## src/hdl/imufp_pkg.sv

```systemverilog
// ----------------------------------------------------------------------------
// imufp_pkg
// Shared constants for the IMU frame parser and angle extractor.
// ----------------------------------------------------------------------------
package imufp_pkg;

  localparam int unsigned PosW = 9;

  localparam logic [7:0] PreambleByte     = 8'hFA;
  localparam logic [7:0] DefaultMessageId = 8'h36;

  // Frame positions: hunting, bus byte, message id, length, then payload.
  localparam logic [PosW-1:0] PosHunt    = 9'd0;
  localparam logic [PosW-1:0] PosBus     = 9'd1;
  localparam logic [PosW-1:0] PosId      = 9'd2;
  localparam logic [PosW-1:0] PosLength  = 9'd3;
  localparam logic [PosW-1:0] PosPayload = 9'd4;

  // Payload indices carrying the three angle words.
  localparam logic [PosW-1:0] AngleFirst = 9'd3;
  localparam logic [PosW-1:0] AngleLast  = 9'd14;
  localparam logic [7:0]      AngleMinLength = 8'd15;

endpackage

```

## src/hdl/imufp_byte_if.sv

```systemverilog
// ----------------------------------------------------------------------------
// imufp_byte_if
// Received byte channel: valid/ready with one serial byte.
// ----------------------------------------------------------------------------
interface imufp_byte_if;
  logic       valid;
  logic       ready;
  logic [7:0] rx_byte;

  modport source (output valid, output rx_byte, input ready);
  modport sink   (input valid, input rx_byte, output ready);
endinterface

```

## src/hdl/imufp_cfg_if.sv

```systemverilog
// ----------------------------------------------------------------------------
// imufp_cfg_if
// Configuration write channel: expected message id.
// ----------------------------------------------------------------------------
interface imufp_cfg_if;
  logic       valid;
  logic       ready;
  logic [7:0] expected_message_id;

  modport source (output valid, output expected_message_id, input ready);
  modport sink   (input valid, input expected_message_id, output ready);
endinterface

```

## src/hdl/imufp_result_if.sv

```systemverilog
// ----------------------------------------------------------------------------
// imufp_result_if
// Frame result channel: flags, length and the three angle words.
// ----------------------------------------------------------------------------
interface imufp_result_if;
  logic        valid;
  logic        ready;
  logic        frame_accepted;
  logic        id_matched;
  logic        checksum_good;
  logic [7:0]  payload_length;
  logic        angles_present;
  logic [31:0] pitch_bits;
  logic [31:0] roll_bits;
  logic [31:0] yaw_bits;

  modport source (
    output valid, output frame_accepted, output id_matched, output checksum_good,
    output payload_length, output angles_present, output pitch_bits,
    output roll_bits, output yaw_bits, input ready
  );
  modport sink (
    input valid, input frame_accepted, input id_matched, input checksum_good,
    input payload_length, input angles_present, input pitch_bits,
    input roll_bits, input yaw_bits, output ready
  );
endinterface

```

## src/hdl/imu_frame_parser_angle_extract_core.sv

```systemverilog
// ----------------------------------------------------------------------------
// imu_frame_parser_angle_extract_core
// Byte-wise binary message parser: preamble hunt, id check, running checksum,
// big-endian capture of pitch, roll and yaw words, one result per frame.
//
//   channel  dir  modport  payload
//   rx_i     in   sink     rx_byte
//   cfg_i    in   sink     expected_message_id
//   res_o    out  source   flags, payload_length, pitch/roll/yaw bits
//
// One byte per cycle. A result appears in the output register the cycle
// after the checksum byte transfer. Bytes that complete no frame are taken
// even while a result waits; the checksum byte waits only for a free output
// register. Reset returns to preamble hunting with id 0x36.
// ----------------------------------------------------------------------------
module imu_frame_parser_angle_extract_core (
  input  logic                 clk_i,
  input  logic                 rst_ni,
  imufp_byte_if.sink           rx_i,
  imufp_cfg_if.sink            cfg_i,
  imufp_result_if.source       res_o
);
  import imufp_pkg::*;

  logic [PosW-1:0] pos_q, pos_d;
  logic [7:0]      sum_q, sum_d;
  logic            match_q, match_d;
  logic [7:0]      len_q, len_d;
  logic [31:0]     pitch_q, pitch_d;
  logic [31:0]     roll_q, roll_d;
  logic [31:0]     yaw_q, yaw_d;
  logic [7:0]      exp_id_q;

  logic            res_valid_q;
  logic            res_accepted_q, res_match_q, res_good_q, res_present_q;
  logic [7:0]      res_len_q;
  logic [31:0]     res_pitch_q, res_roll_q, res_yaw_q;

  logic            at_payload, at_checksum, rx_xfer, emit, present, good;
  logic [PosW-1:0] idx, k;
  logic [31:0]     lane_mask, lane_data;

  assign at_payload  = (pos_q >= PosPayload);
  assign idx         = pos_q - PosPayload;
  assign at_checksum = at_payload && (idx >= {1'b0, len_q});

  assign rx_i.ready  = !at_checksum || !res_valid_q || res_o.ready;
  assign rx_xfer     = rx_i.valid && rx_i.ready;
  assign emit        = rx_xfer && at_checksum;

  assign sum_d   = sum_q + rx_i.rx_byte;
  assign good    = (sum_d == 8'd0);
  assign present = (len_q >= AngleMinLength);

  assign k = idx - AngleFirst;

  always_comb begin
    case (k[1:0])
      2'd0:    lane_mask = 32'hFF00_0000;
      2'd1:    lane_mask = 32'h00FF_0000;
      2'd2:    lane_mask = 32'h0000_FF00;
      default: lane_mask = 32'h0000_00FF;
    endcase
    lane_data = {4{rx_i.rx_byte}} & lane_mask;
  end

  always_comb begin
    pos_d   = pos_q;
    match_d = match_q;
    len_d   = len_q;
    pitch_d = pitch_q;
    roll_d  = roll_q;
    yaw_d   = yaw_q;
    case (pos_q)
      PosHunt: begin
        if (rx_i.rx_byte == PreambleByte) begin
          pos_d   = PosBus;
          match_d = 1'b0;
          len_d   = 8'd0;
          pitch_d = '0;
          roll_d  = '0;
          yaw_d   = '0;
        end
      end
      PosBus:    pos_d = PosId;
      PosId: begin
        match_d = (rx_i.rx_byte == exp_id_q);
        pos_d   = PosLength;
      end
      PosLength: begin
        len_d = rx_i.rx_byte;
        pos_d = PosPayload;
      end
      default: begin
        if (at_checksum) begin
          pos_d = PosHunt;
        end else begin
          pos_d = pos_q + 1'b1;
          if (idx >= AngleFirst && idx <= AngleLast) begin
            case (k[3:2])
              2'd0:    pitch_d = (pitch_q & ~lane_mask) | lane_data;
              2'd1:    roll_d  = (roll_q  & ~lane_mask) | lane_data;
              default: yaw_d   = (yaw_q   & ~lane_mask) | lane_data;
            endcase
          end
        end
      end
    endcase
  end

  always_ff @(posedge clk_i or negedge rst_ni) begin
    if (!rst_ni) begin
      pos_q   <= PosHunt;
      sum_q   <= 8'd0;
      match_q <= 1'b0;
      len_q   <= 8'd0;
      pitch_q <= '0;
      roll_q  <= '0;
      yaw_q   <= '0;
    end else if (rx_xfer) begin
      pos_q   <= pos_d;
      sum_q   <= (pos_q == PosHunt) ? 8'd0 : sum_d;
      match_q <= match_d;
      len_q   <= len_d;
      pitch_q <= pitch_d;
      roll_q  <= roll_d;
      yaw_q   <= yaw_d;
    end
  end

  assign cfg_i.ready = 1'b1;

  always_ff @(posedge clk_i or negedge rst_ni) begin
    if (!rst_ni) begin
      exp_id_q <= DefaultMessageId;
    end else if (cfg_i.valid) begin
      exp_id_q <= cfg_i.expected_message_id;
    end
  end

  always_ff @(posedge clk_i or negedge rst_ni) begin
    if (!rst_ni) begin
      res_valid_q <= 1'b0;
    end else if (emit) begin
      res_valid_q <= 1'b1;
    end else if (res_o.ready) begin
      res_valid_q <= 1'b0;
    end
  end

  always_ff @(posedge clk_i) begin
    if (emit) begin
      res_accepted_q <= match_q && good;
      res_match_q    <= match_q;
      res_good_q     <= good;
      res_len_q      <= len_q;
      res_present_q  <= present;
      res_pitch_q    <= present ? pitch_q : 32'd0;
      res_roll_q     <= present ? roll_q  : 32'd0;
      res_yaw_q      <= present ? yaw_q   : 32'd0;
    end
  end

  assign res_o.valid          = res_valid_q;
  assign res_o.frame_accepted = res_accepted_q;
  assign res_o.id_matched     = res_match_q;
  assign res_o.checksum_good  = res_good_q;
  assign res_o.payload_length = res_len_q;
  assign res_o.angles_present = res_present_q;
  assign res_o.pitch_bits     = res_pitch_q;
  assign res_o.roll_bits      = res_roll_q;
  assign res_o.yaw_bits       = res_yaw_q;

endmodule

```

## src/flat_wrapper.sv

```systemverilog
// flat-port wrapper written by rule: the top's interface ports become plain ports
module imu_frame_parser_angle_extract_core_flat import imufp_pkg::*;
  (clk_i, rst_ni, rx_i_valid, rx_i_rx_byte, rx_i_ready, cfg_i_valid, cfg_i_expected_message_id, cfg_i_ready, res_o_valid, res_o_frame_accepted, res_o_id_matched, res_o_checksum_good, res_o_payload_length, res_o_angles_present, res_o_pitch_bits, res_o_roll_bits, res_o_yaw_bits, res_o_ready);
  imufp_byte_if rx_i_i ();
  imufp_cfg_if cfg_i_i ();
  imufp_result_if res_o_i ();
  input  logic clk_i;
  input  logic rst_ni;
  input wire logic [$bits(rx_i_i.valid)-1:0] rx_i_valid;
  input wire logic [$bits(rx_i_i.rx_byte)-1:0] rx_i_rx_byte;
  output wire logic [$bits(rx_i_i.ready)-1:0] rx_i_ready;
  input wire logic [$bits(cfg_i_i.valid)-1:0] cfg_i_valid;
  input wire logic [$bits(cfg_i_i.expected_message_id)-1:0] cfg_i_expected_message_id;
  output wire logic [$bits(cfg_i_i.ready)-1:0] cfg_i_ready;
  output wire logic [$bits(res_o_i.valid)-1:0] res_o_valid;
  output wire logic [$bits(res_o_i.frame_accepted)-1:0] res_o_frame_accepted;
  output wire logic [$bits(res_o_i.id_matched)-1:0] res_o_id_matched;
  output wire logic [$bits(res_o_i.checksum_good)-1:0] res_o_checksum_good;
  output wire logic [$bits(res_o_i.payload_length)-1:0] res_o_payload_length;
  output wire logic [$bits(res_o_i.angles_present)-1:0] res_o_angles_present;
  output wire logic [$bits(res_o_i.pitch_bits)-1:0] res_o_pitch_bits;
  output wire logic [$bits(res_o_i.roll_bits)-1:0] res_o_roll_bits;
  output wire logic [$bits(res_o_i.yaw_bits)-1:0] res_o_yaw_bits;
  input wire logic [$bits(res_o_i.ready)-1:0] res_o_ready;
  assign rx_i_i.valid = rx_i_valid;
  assign rx_i_i.rx_byte = rx_i_rx_byte;
  assign rx_i_ready = rx_i_i.ready;
  assign cfg_i_i.valid = cfg_i_valid;
  assign cfg_i_i.expected_message_id = cfg_i_expected_message_id;
  assign cfg_i_ready = cfg_i_i.ready;
  assign res_o_valid = res_o_i.valid;
  assign res_o_frame_accepted = res_o_i.frame_accepted;
  assign res_o_id_matched = res_o_i.id_matched;
  assign res_o_checksum_good = res_o_i.checksum_good;
  assign res_o_payload_length = res_o_i.payload_length;
  assign res_o_angles_present = res_o_i.angles_present;
  assign res_o_pitch_bits = res_o_i.pitch_bits;
  assign res_o_roll_bits = res_o_i.roll_bits;
  assign res_o_yaw_bits = res_o_i.yaw_bits;
  assign res_o_i.ready = res_o_ready;
  imu_frame_parser_angle_extract_core u_core (.clk_i(clk_i), .rst_ni(rst_ni), .rx_i(rx_i_i), .cfg_i(cfg_i_i), .res_o(res_o_i));
endmodule
```

## config.mk

```make
export PLATFORM = sky130hd
export DESIGN_NAME = imu_frame_parser_angle_extract_core_flat
export DESIGN_NICKNAME = d
export VERILOG_FILES = /design/src/hdl/imufp_pkg.sv /design/src/hdl/imufp_byte_if.sv /design/src/hdl/imufp_cfg_if.sv /design/src/hdl/imufp_result_if.sv /design/src/hdl/imu_frame_parser_angle_extract_core.sv /design/src/flat_wrapper.sv
export SDC_FILE = /design/constraint.sdc
export NUM_CORES = 1
export LEC_CHECK = 0
export ABC_CLOCK_PERIOD_IN_PS = 14600
export BUFFER_PORTS_ARGS = -buffer_cell sky130_fd_sc_hd__buf_2
export CORE_UTILIZATION = 55
export CTS_CLUSTER_SIZE = 12
export DETAILED_ROUTE_END_ITERATION = 10
export PLACE_DENSITY = 0.88
export SLEW_MARGIN = 20
export SYNTH_ARGS = -nofsm -noshare
export SYNTH_HDL_FRONTEND = slang
export SYNTH_SLANG_ARGS = --single-unit
```

## constraint.sdc

```tcl
create_clock -name clk_i -period 14.6 [get_ports clk_i]
set_input_delay 0.73 -clock clk_i [delete_from_list [all_inputs] [get_ports clk_i]]
set_output_delay 0.73 -clock clk_i [all_outputs]
set_load 0.05 [all_outputs]
```

== After elaboration in Yosys (flattened, before gate mapping) ==
Index checks and enable logic that the tools add are counted.

* $lt $le $gt $ge: 5
* Add/sub/neg operators: 4
* Multiplexer cells: 24
* Div/mod/pow operators: 0
* Multipliers: 0
* Equality and inequality tests: 11
* Bitwise logic cells: 9
* Shift operators: 0
* Reduce and logical (&&, ||, !) cells: 27

{| class="wikitable"
|+ Operator list
! operator !! number
|-
| $mux 32 || 10
|-
| $pmux 32 s2 || 3
|-
| $and 32x32->32 || 4
|-
| $or 32x32->32 || 3
|-
| $pmux 32 s3 || 1
|-
| $pmux 9 s4 || 1
|-
| $not 32->32 || 1
|-
| $eq 9x2->1 const B || 2
|-
| $mux 9 || 2
|-
| $reduce_and 6->1 || 3
|-
| $mux 8 || 2
|-
| $pmux 8 s2 || 1
|-
| $reduce_bool 2->1 || 6
|-
| $add 9x1->9 const B || 1
|-
| $eq 9x1->1 const B || 1
|-
| $ge 9x2->1 const B || 1
|-
| $ge 9x3->1 const B || 1
|-
| $ge 9x8->1 || 1
|-
| $le 9x4->1 const B || 1
|-
| $logic_not 9->1 || 1
|-
| $sub 9x3->9 const B || 1
|-
| $add 8x8->8 || 1
|-
| $eq 8x8->1 || 1
|-
| $eq 8x8->1 const B || 1
|-
| 18 further kinds || 30
|}

* Latch bits: 0
* Memories kept: 0
* Word-level logic and storage cells: 97
* Memory bits (writable): 0
* Input bits: 21
* Output and inout bits: 111
* ROM bits: 0
* Bits in registers: 239

== Depth between registers and ports, before layout ==
* Word-level depth: 11
* Mapped depth: 15
* Mapped depth without buffers: 11

== Worst setup path before layout ==
No wires, ideal clock.

* Path type: register to register
* Start point: reg u_core.pos_q[2]
* End point: reg u_core.res_valid_q, in the netlist u_core.res_o.valid
* Period minus slack after synthesis: 10386 ps
* Required time: 14488 ps
* Path buffers: 2
* Library setup time: 112 ps
* Setup slack: 4214 ps
* Data arrival time: 10274 ps
* Cell stages (with the launch flop): 14
* Path through: dfrtp_1 > buf_6 > inv_1 > ha_1 > xor2_1 > ha_1 > a211oi_1 > o21a_1 > o221a_2 > o21ba_1 > buf_6 > o21ai_2 > nor3_1 > or2_2

* Word-level cells in the longest chain between the ends: 9
* Elaborated cells on any way between the ends: 11
* Those cells by class: add/sub (1); order compare (2); mux (1); reduce/logical (7)

{| class="wikitable"
|+ RTL lines
! item !! RTL line !! RTL
|-
| from (decl) || imu_frame_parser_angle_extract_core.sv:25 || <nowiki>logic [PosW-1:0] pos_q, pos_d;</nowiki>
|-
| from (signal assigned) || imu_frame_parser_angle_extract_core.sv:113 || <nowiki>pos_q <= PosHunt;</nowiki>
|-
| from (signal assigned) || imu_frame_parser_angle_extract_core.sv:121 || <nowiki>pos_q <= pos_d;</nowiki>
|-
| $sub 9x3->9 || imu_frame_parser_angle_extract_core.sv:44 || <nowiki>assign idx = pos_q - PosPayload;</nowiki>
|-
| $ge 9x8->1 || imu_frame_parser_angle_extract_core.sv:45 || <nowiki>assign at_checksum = at_payload && (idx >= {1'b0, len_q});</nowiki>
|-
| $logic_and 1x1->1 * || imu_frame_parser_angle_extract_core.sv:45 ||
|-
| $logic_not 1->1 || imu_frame_parser_angle_extract_core.sv:47 || <nowiki>assign rx_i.ready = !at_checksum || !res_valid_q || res_o.ready;</nowiki>
|-
| $logic_or 1x1->1 (2 in a row) || imu_frame_parser_angle_extract_core.sv:47 ||
|-
| $logic_and 1x1->1 || imu_frame_parser_angle_extract_core.sv:48 || <nowiki>assign rx_xfer = rx_i.valid && rx_i.ready;</nowiki>
|-
| $logic_and 1x1->1 * || imu_frame_parser_angle_extract_core.sv:49 || <nowiki>assign emit = rx_xfer && at_checksum;</nowiki>
|-
| named net u_core.emit || imu_frame_parser_angle_extract_core.sv:39 || <nowiki>logic at_payload, at_checksum, rx_xfer, emit, present, good;</nowiki>
|-
| $mux 1 / $reduce_bool 2->1 (equally long branches) || -- ||
|-
| to (signal assigned) || imu_frame_parser_angle_extract_core.sv:143 || <nowiki>res_valid_q <= 1'b0;</nowiki>
|-
| to (signal assigned) || imu_frame_parser_angle_extract_core.sv:145 || <nowiki>res_valid_q <= 1'b1;</nowiki>
|-
| to (signal assigned) || imu_frame_parser_angle_extract_core.sv:147 || <nowiki>res_valid_q <= 1'b0;</nowiki>
|-
| to (decl) || imu_frame_parser_angle_extract_core.sv:34 || <nowiki>logic res_valid_q;</nowiki>
|}

The timed path passes the listed nets; every way through them passes the cells marked *.
A chain may end at the register's enable or synchronous reset.

== Worst setup path in the final report ==
* Start point: reg u_core.pos_q[2]
* End point: out rx_i_ready

* Word-level cells in the longest chain between the ends: 6
* Elaborated cells on any way between the ends: 7
* Those cells by class: add/sub (1); order compare (2); reduce/logical (4)

{| class="wikitable"
|+ RTL lines
! item !! RTL line !! RTL
|-
| $sub 9x3->9 || imu_frame_parser_angle_extract_core.sv:44 ||
|-
| $ge 9x8->1 || imu_frame_parser_angle_extract_core.sv:45 ||
|-
| $logic_and 1x1->1 * || imu_frame_parser_angle_extract_core.sv:45 ||
|-
| $logic_not 1->1 * || imu_frame_parser_angle_extract_core.sv:47 ||
|-
| $logic_or 1x1->1 * (2 in a row) || imu_frame_parser_angle_extract_core.sv:47 ||
|-
| to (decl) || flat_wrapper.sv:11 || <nowiki>output wire logic [$bits(rx_i_i.ready)-1:0] rx_i_ready;</nowiki>
|}

Every way passes the cells marked *; elsewhere a longest branch is shown, timed or not.

==> impl_metrics.csv <==
group,metric,value,unit
clock_tree,clkSinkCount,239,
clock_tree,cts_buffers,25,
worst_setup_path,r2r-end,"u_core.pitch_q[22]",
yosys,synth.ff_latch_count,239,
clock_tree,clkTransAtPathRegs,0.06,ns
worst_setup_path,r2r.worst_path.cells,11,
floorplanning,die_w,139,µm
flow_run,cap_viol_max_count,0,
yosys,synth_edf_count,108,
place,dp.cells,1082,
grt,grt_usage,23.6,%
worst_setup_path,endpoint_kind,"output port",
clock_tree,root_buffer,"clkbuf_16",
timing,period_minus_slack,4.26,ns
status,run_status,"complete, but fails checks",
yosys,synth_cells,762,
timing,fmax,235,MHz
yosys,synth.most_common_cell,"dfrtp_1",
floorplanning,dieArea,19400,µm²
place,dp_hpwl,14500,µm
yosys,syn-num-nets,809,
yosys,synth_cell_type_count,68,
finish,drive_gt1_share,22.9,%
detailed_routing,drt_iter0_markers,608,
grt,antenna_found_initial,0,
detailed_routing,via_per_inst,6.03,
place,place_worst_setup_slack,10.04,ns
finish,instances_no_fill,1127,
clock_tree,cts_max_path_buffers,3,
clock_tree,cts_hold_buf,0,
min_path,holdCritPathClass,"primary input to asynchronous set/reset pin",
yosys,synthArstFlopShare,54.8,%
place,io_buffers,130,
clock_tree,h-tree-depth,1,
detailed_routing,firstDrtPassIters,9,
finish,finalCoreUtilization,65.1,%
detailed_routing,ant_nets,0,
worst_setup_path,cp_max_fo,12,
finish,layout.nets,927,
timing,drv_slew,0,
clock_tree,clkLatencyLatePin,0.53,ns
grt,grt_pass1_wl,36300,µm
floorplanning,start_util,56.9,%
power,total_power,2.84,mW
power,powerDensity,240,nW/µm²
yosys,ys_seq_area_share,63.0,%
status,violations,"design-rule violations",
floorplanning,rows,49,
detailed_routing,drc_errors,14,
finish,syn_to_final_growth,14.4,%
floorplanning,chipHeight,139,µm
yosys,netlist.area_leader.share,31.3,%
worst_setup_path,required,13.87,ns
worst_setup_path,arrival,3.53,ns
clock_tree,cts_tree,"built",
grt,grt_pass1_vias,6723,
place,gp_congestion,0.881,
yosys,yosys-top-cells-area,"edfxtp_1, dfrtp_1, o2bb2ai_1",
worst_setup_path,criticalPathCategory,"register to output port",
clock_tree,ctsResizeCount,0,
yosys,synthTopCellsByCount,"dfrtp_1, edfxtp_1, and2_1",
timing,worst_clock_skew,0.0112,ns
timing,setup-tns-final,0,ns
timing,whs,0.263,ns
yosys,synth_area,10400,µm²
yosys,yosysWarningCount,0,
finish,final_area,11900,µm²
worst_setup_path,reg2reg_from,"u_core.pos_q[2]",
place,postPlaceCellArea,11100,µm²
timing,slew_headroom,39.7,%
timing,finalHoldViolCount,0,
grt,grt_max_degree,93,
clock_tree,cts_setup_buffers,0,
floorplanning,coreArea,18200,µm²
worst_setup_path,reg2reg_slack,10.36,ns
timing,rsz0062_at_grt,"false",
finish,diodes,0,
power,leakagePower,5.03,nW
detailed_routing,vias,6796,
yosys,synth_top_cell_by_area,"edfxtp_1",
yosys,synth-main-ff-cell,"dfrtp_1",
timing,worstMarginPinSlew,0.902,ns
detailed_routing,wl_per_cell,20.0,µm
floorplanning,boundaryPins,132,
power,vdd_ir_drop_max,0.120,mV
grt,grt_overflow_total,0,
timing,period_share,29.2,%
detailed_routing,wirelength,22500,µm
timing,setup-violations-final,0,
yosys,syn_avg_cell_area,13.6,µm²
timing,timing.final.ws_setup,10.34,ns
worst_setup_path,cp-start-kind,"register",
cells in the final DEF (no fill, tap or decap), types with 5 or more instances in the layout:
| cell type | count |
|---|---|
| o2bb2ai_1 | 96 |
| inv_1 | 15 |
| xnor2_1 | 7 |
| buf_2 | 129 |
| xor2_1 | 12 |
| nor3_1 | 5 |
| mux2_2 | 8 |
| clkbuf_16 | 25 |
| nand3_4 | 13 |
| o21ai_0 | 19 |
| nor2_1 | 19 |
| edfxtp_1 | 108 |
| nor4_1 | 5 |
| nor2b_1 | 7 |
| a21o_1 | 11 |
| dfrtp_1 | 127 |
| ha_1 | 25 |
| and3_1 | 5 |
| and2_1 | 99 |
| clkbuf_1 | 11 |
| a21oi_1 | 11 |
| a22o_1 | 13 |
| nand2_1 | 50 |
how the worst max path moves through the flow:
stage                     cells after the start                  to  slack [ns]            start
after floorplan                              13  u_core.res_o.valid        4.21  u_core.pos_q[2]
after detailed placement                     11  u_core.pitch_q[22]       10.04  u_core.pos_q[2]
after global routing                         11          rx_i_ready       10.09  u_core.pos_q[2]
final                                        11          rx_i_ready       10.34  u_core.pos_q[2]
after CTS                                    11  u_core.pitch_q[22]       10.03  u_core.pos_q[2]
after global placement                       11  u_core.pitch_q[20]       10.21  u_core.pos_q[2]
kinds of logic (layout without fill, tap and decap cells):
logic type                 count (synthesis)  count (layout)  synth area share [%]
AOI/OAI and AO/OA                        181             181                  14.1
other                                      1               1                0.0362
xor gates and xnor gates                  20              20                  1.82
DFF                                      239             239                  63.0
muxes                                      9               9                 0.966
and+or+nand+nor                          228             228                  13.7
buffers and inverters                     58             194                  3.14
adders and majority gates                 26              26                  3.21
registers in the layout (all words and copies together) (netlist names):
register	flops
u_core.exp_id_q	8
u_core.len_q	8
u_core.match_q	1
u_core.pitch_q	32
u_core.pos_q	9
u_core.res_o.angles_present	1
u_core.res_o.checksum_good	1
u_core.res_o.frame_accepted	1
u_core.res_o.id_matched	1
u_core.res_o.payload_length	8
u_core.res_o.pitch_bits	32
u_core.res_o.roll_bits	32
u_core.res_o.valid	1
u_core.res_o.yaw_bits	32
u_core.roll_q	32
u_core.sum_q	8
u_core.yaw_q	32
worst max-delay path: stages, from the launching register on:
cell and delay [ns]:
dfrtp_1 0.55, inv_1 0.22, ha_1 0.31, xor2_1 0.18, ha_1 0.31, a211oi_1 0.26, o21a_1 0.17, o221a_2 0.19
o21ba_1 0.30, nor2_1 0.16, nand2_1 0.10, buf_2 0.26
power by group:
part	total [mW]	switching, mW	internal, mW
clock network	0.603	0.251	0.352
registers	1.10	0.119	0.985
logic	1.14	0.808	0.329
total	2.84	1.18	1.67
cell type report:
class | instances | area (µm²)
tap | 229 | 287
multi-input combinational | 465 | 3520
sequential | 239 | 6530
inverter | 15 | 56.3
timing repair buffer | 134 | 687
clock buffer | 39 | 708
fill | 1273 | 6360
clock inverter | 6 | 70.1
layer usage:
metal  track usage, %  part of all wire, %
met1             33.0                   43
met2             37.6                   47
met3             4.20                  7.4
met4             8.19                  3.0
met5                0                    0
No activity file was read; power rests on OpenSTA's default activity.
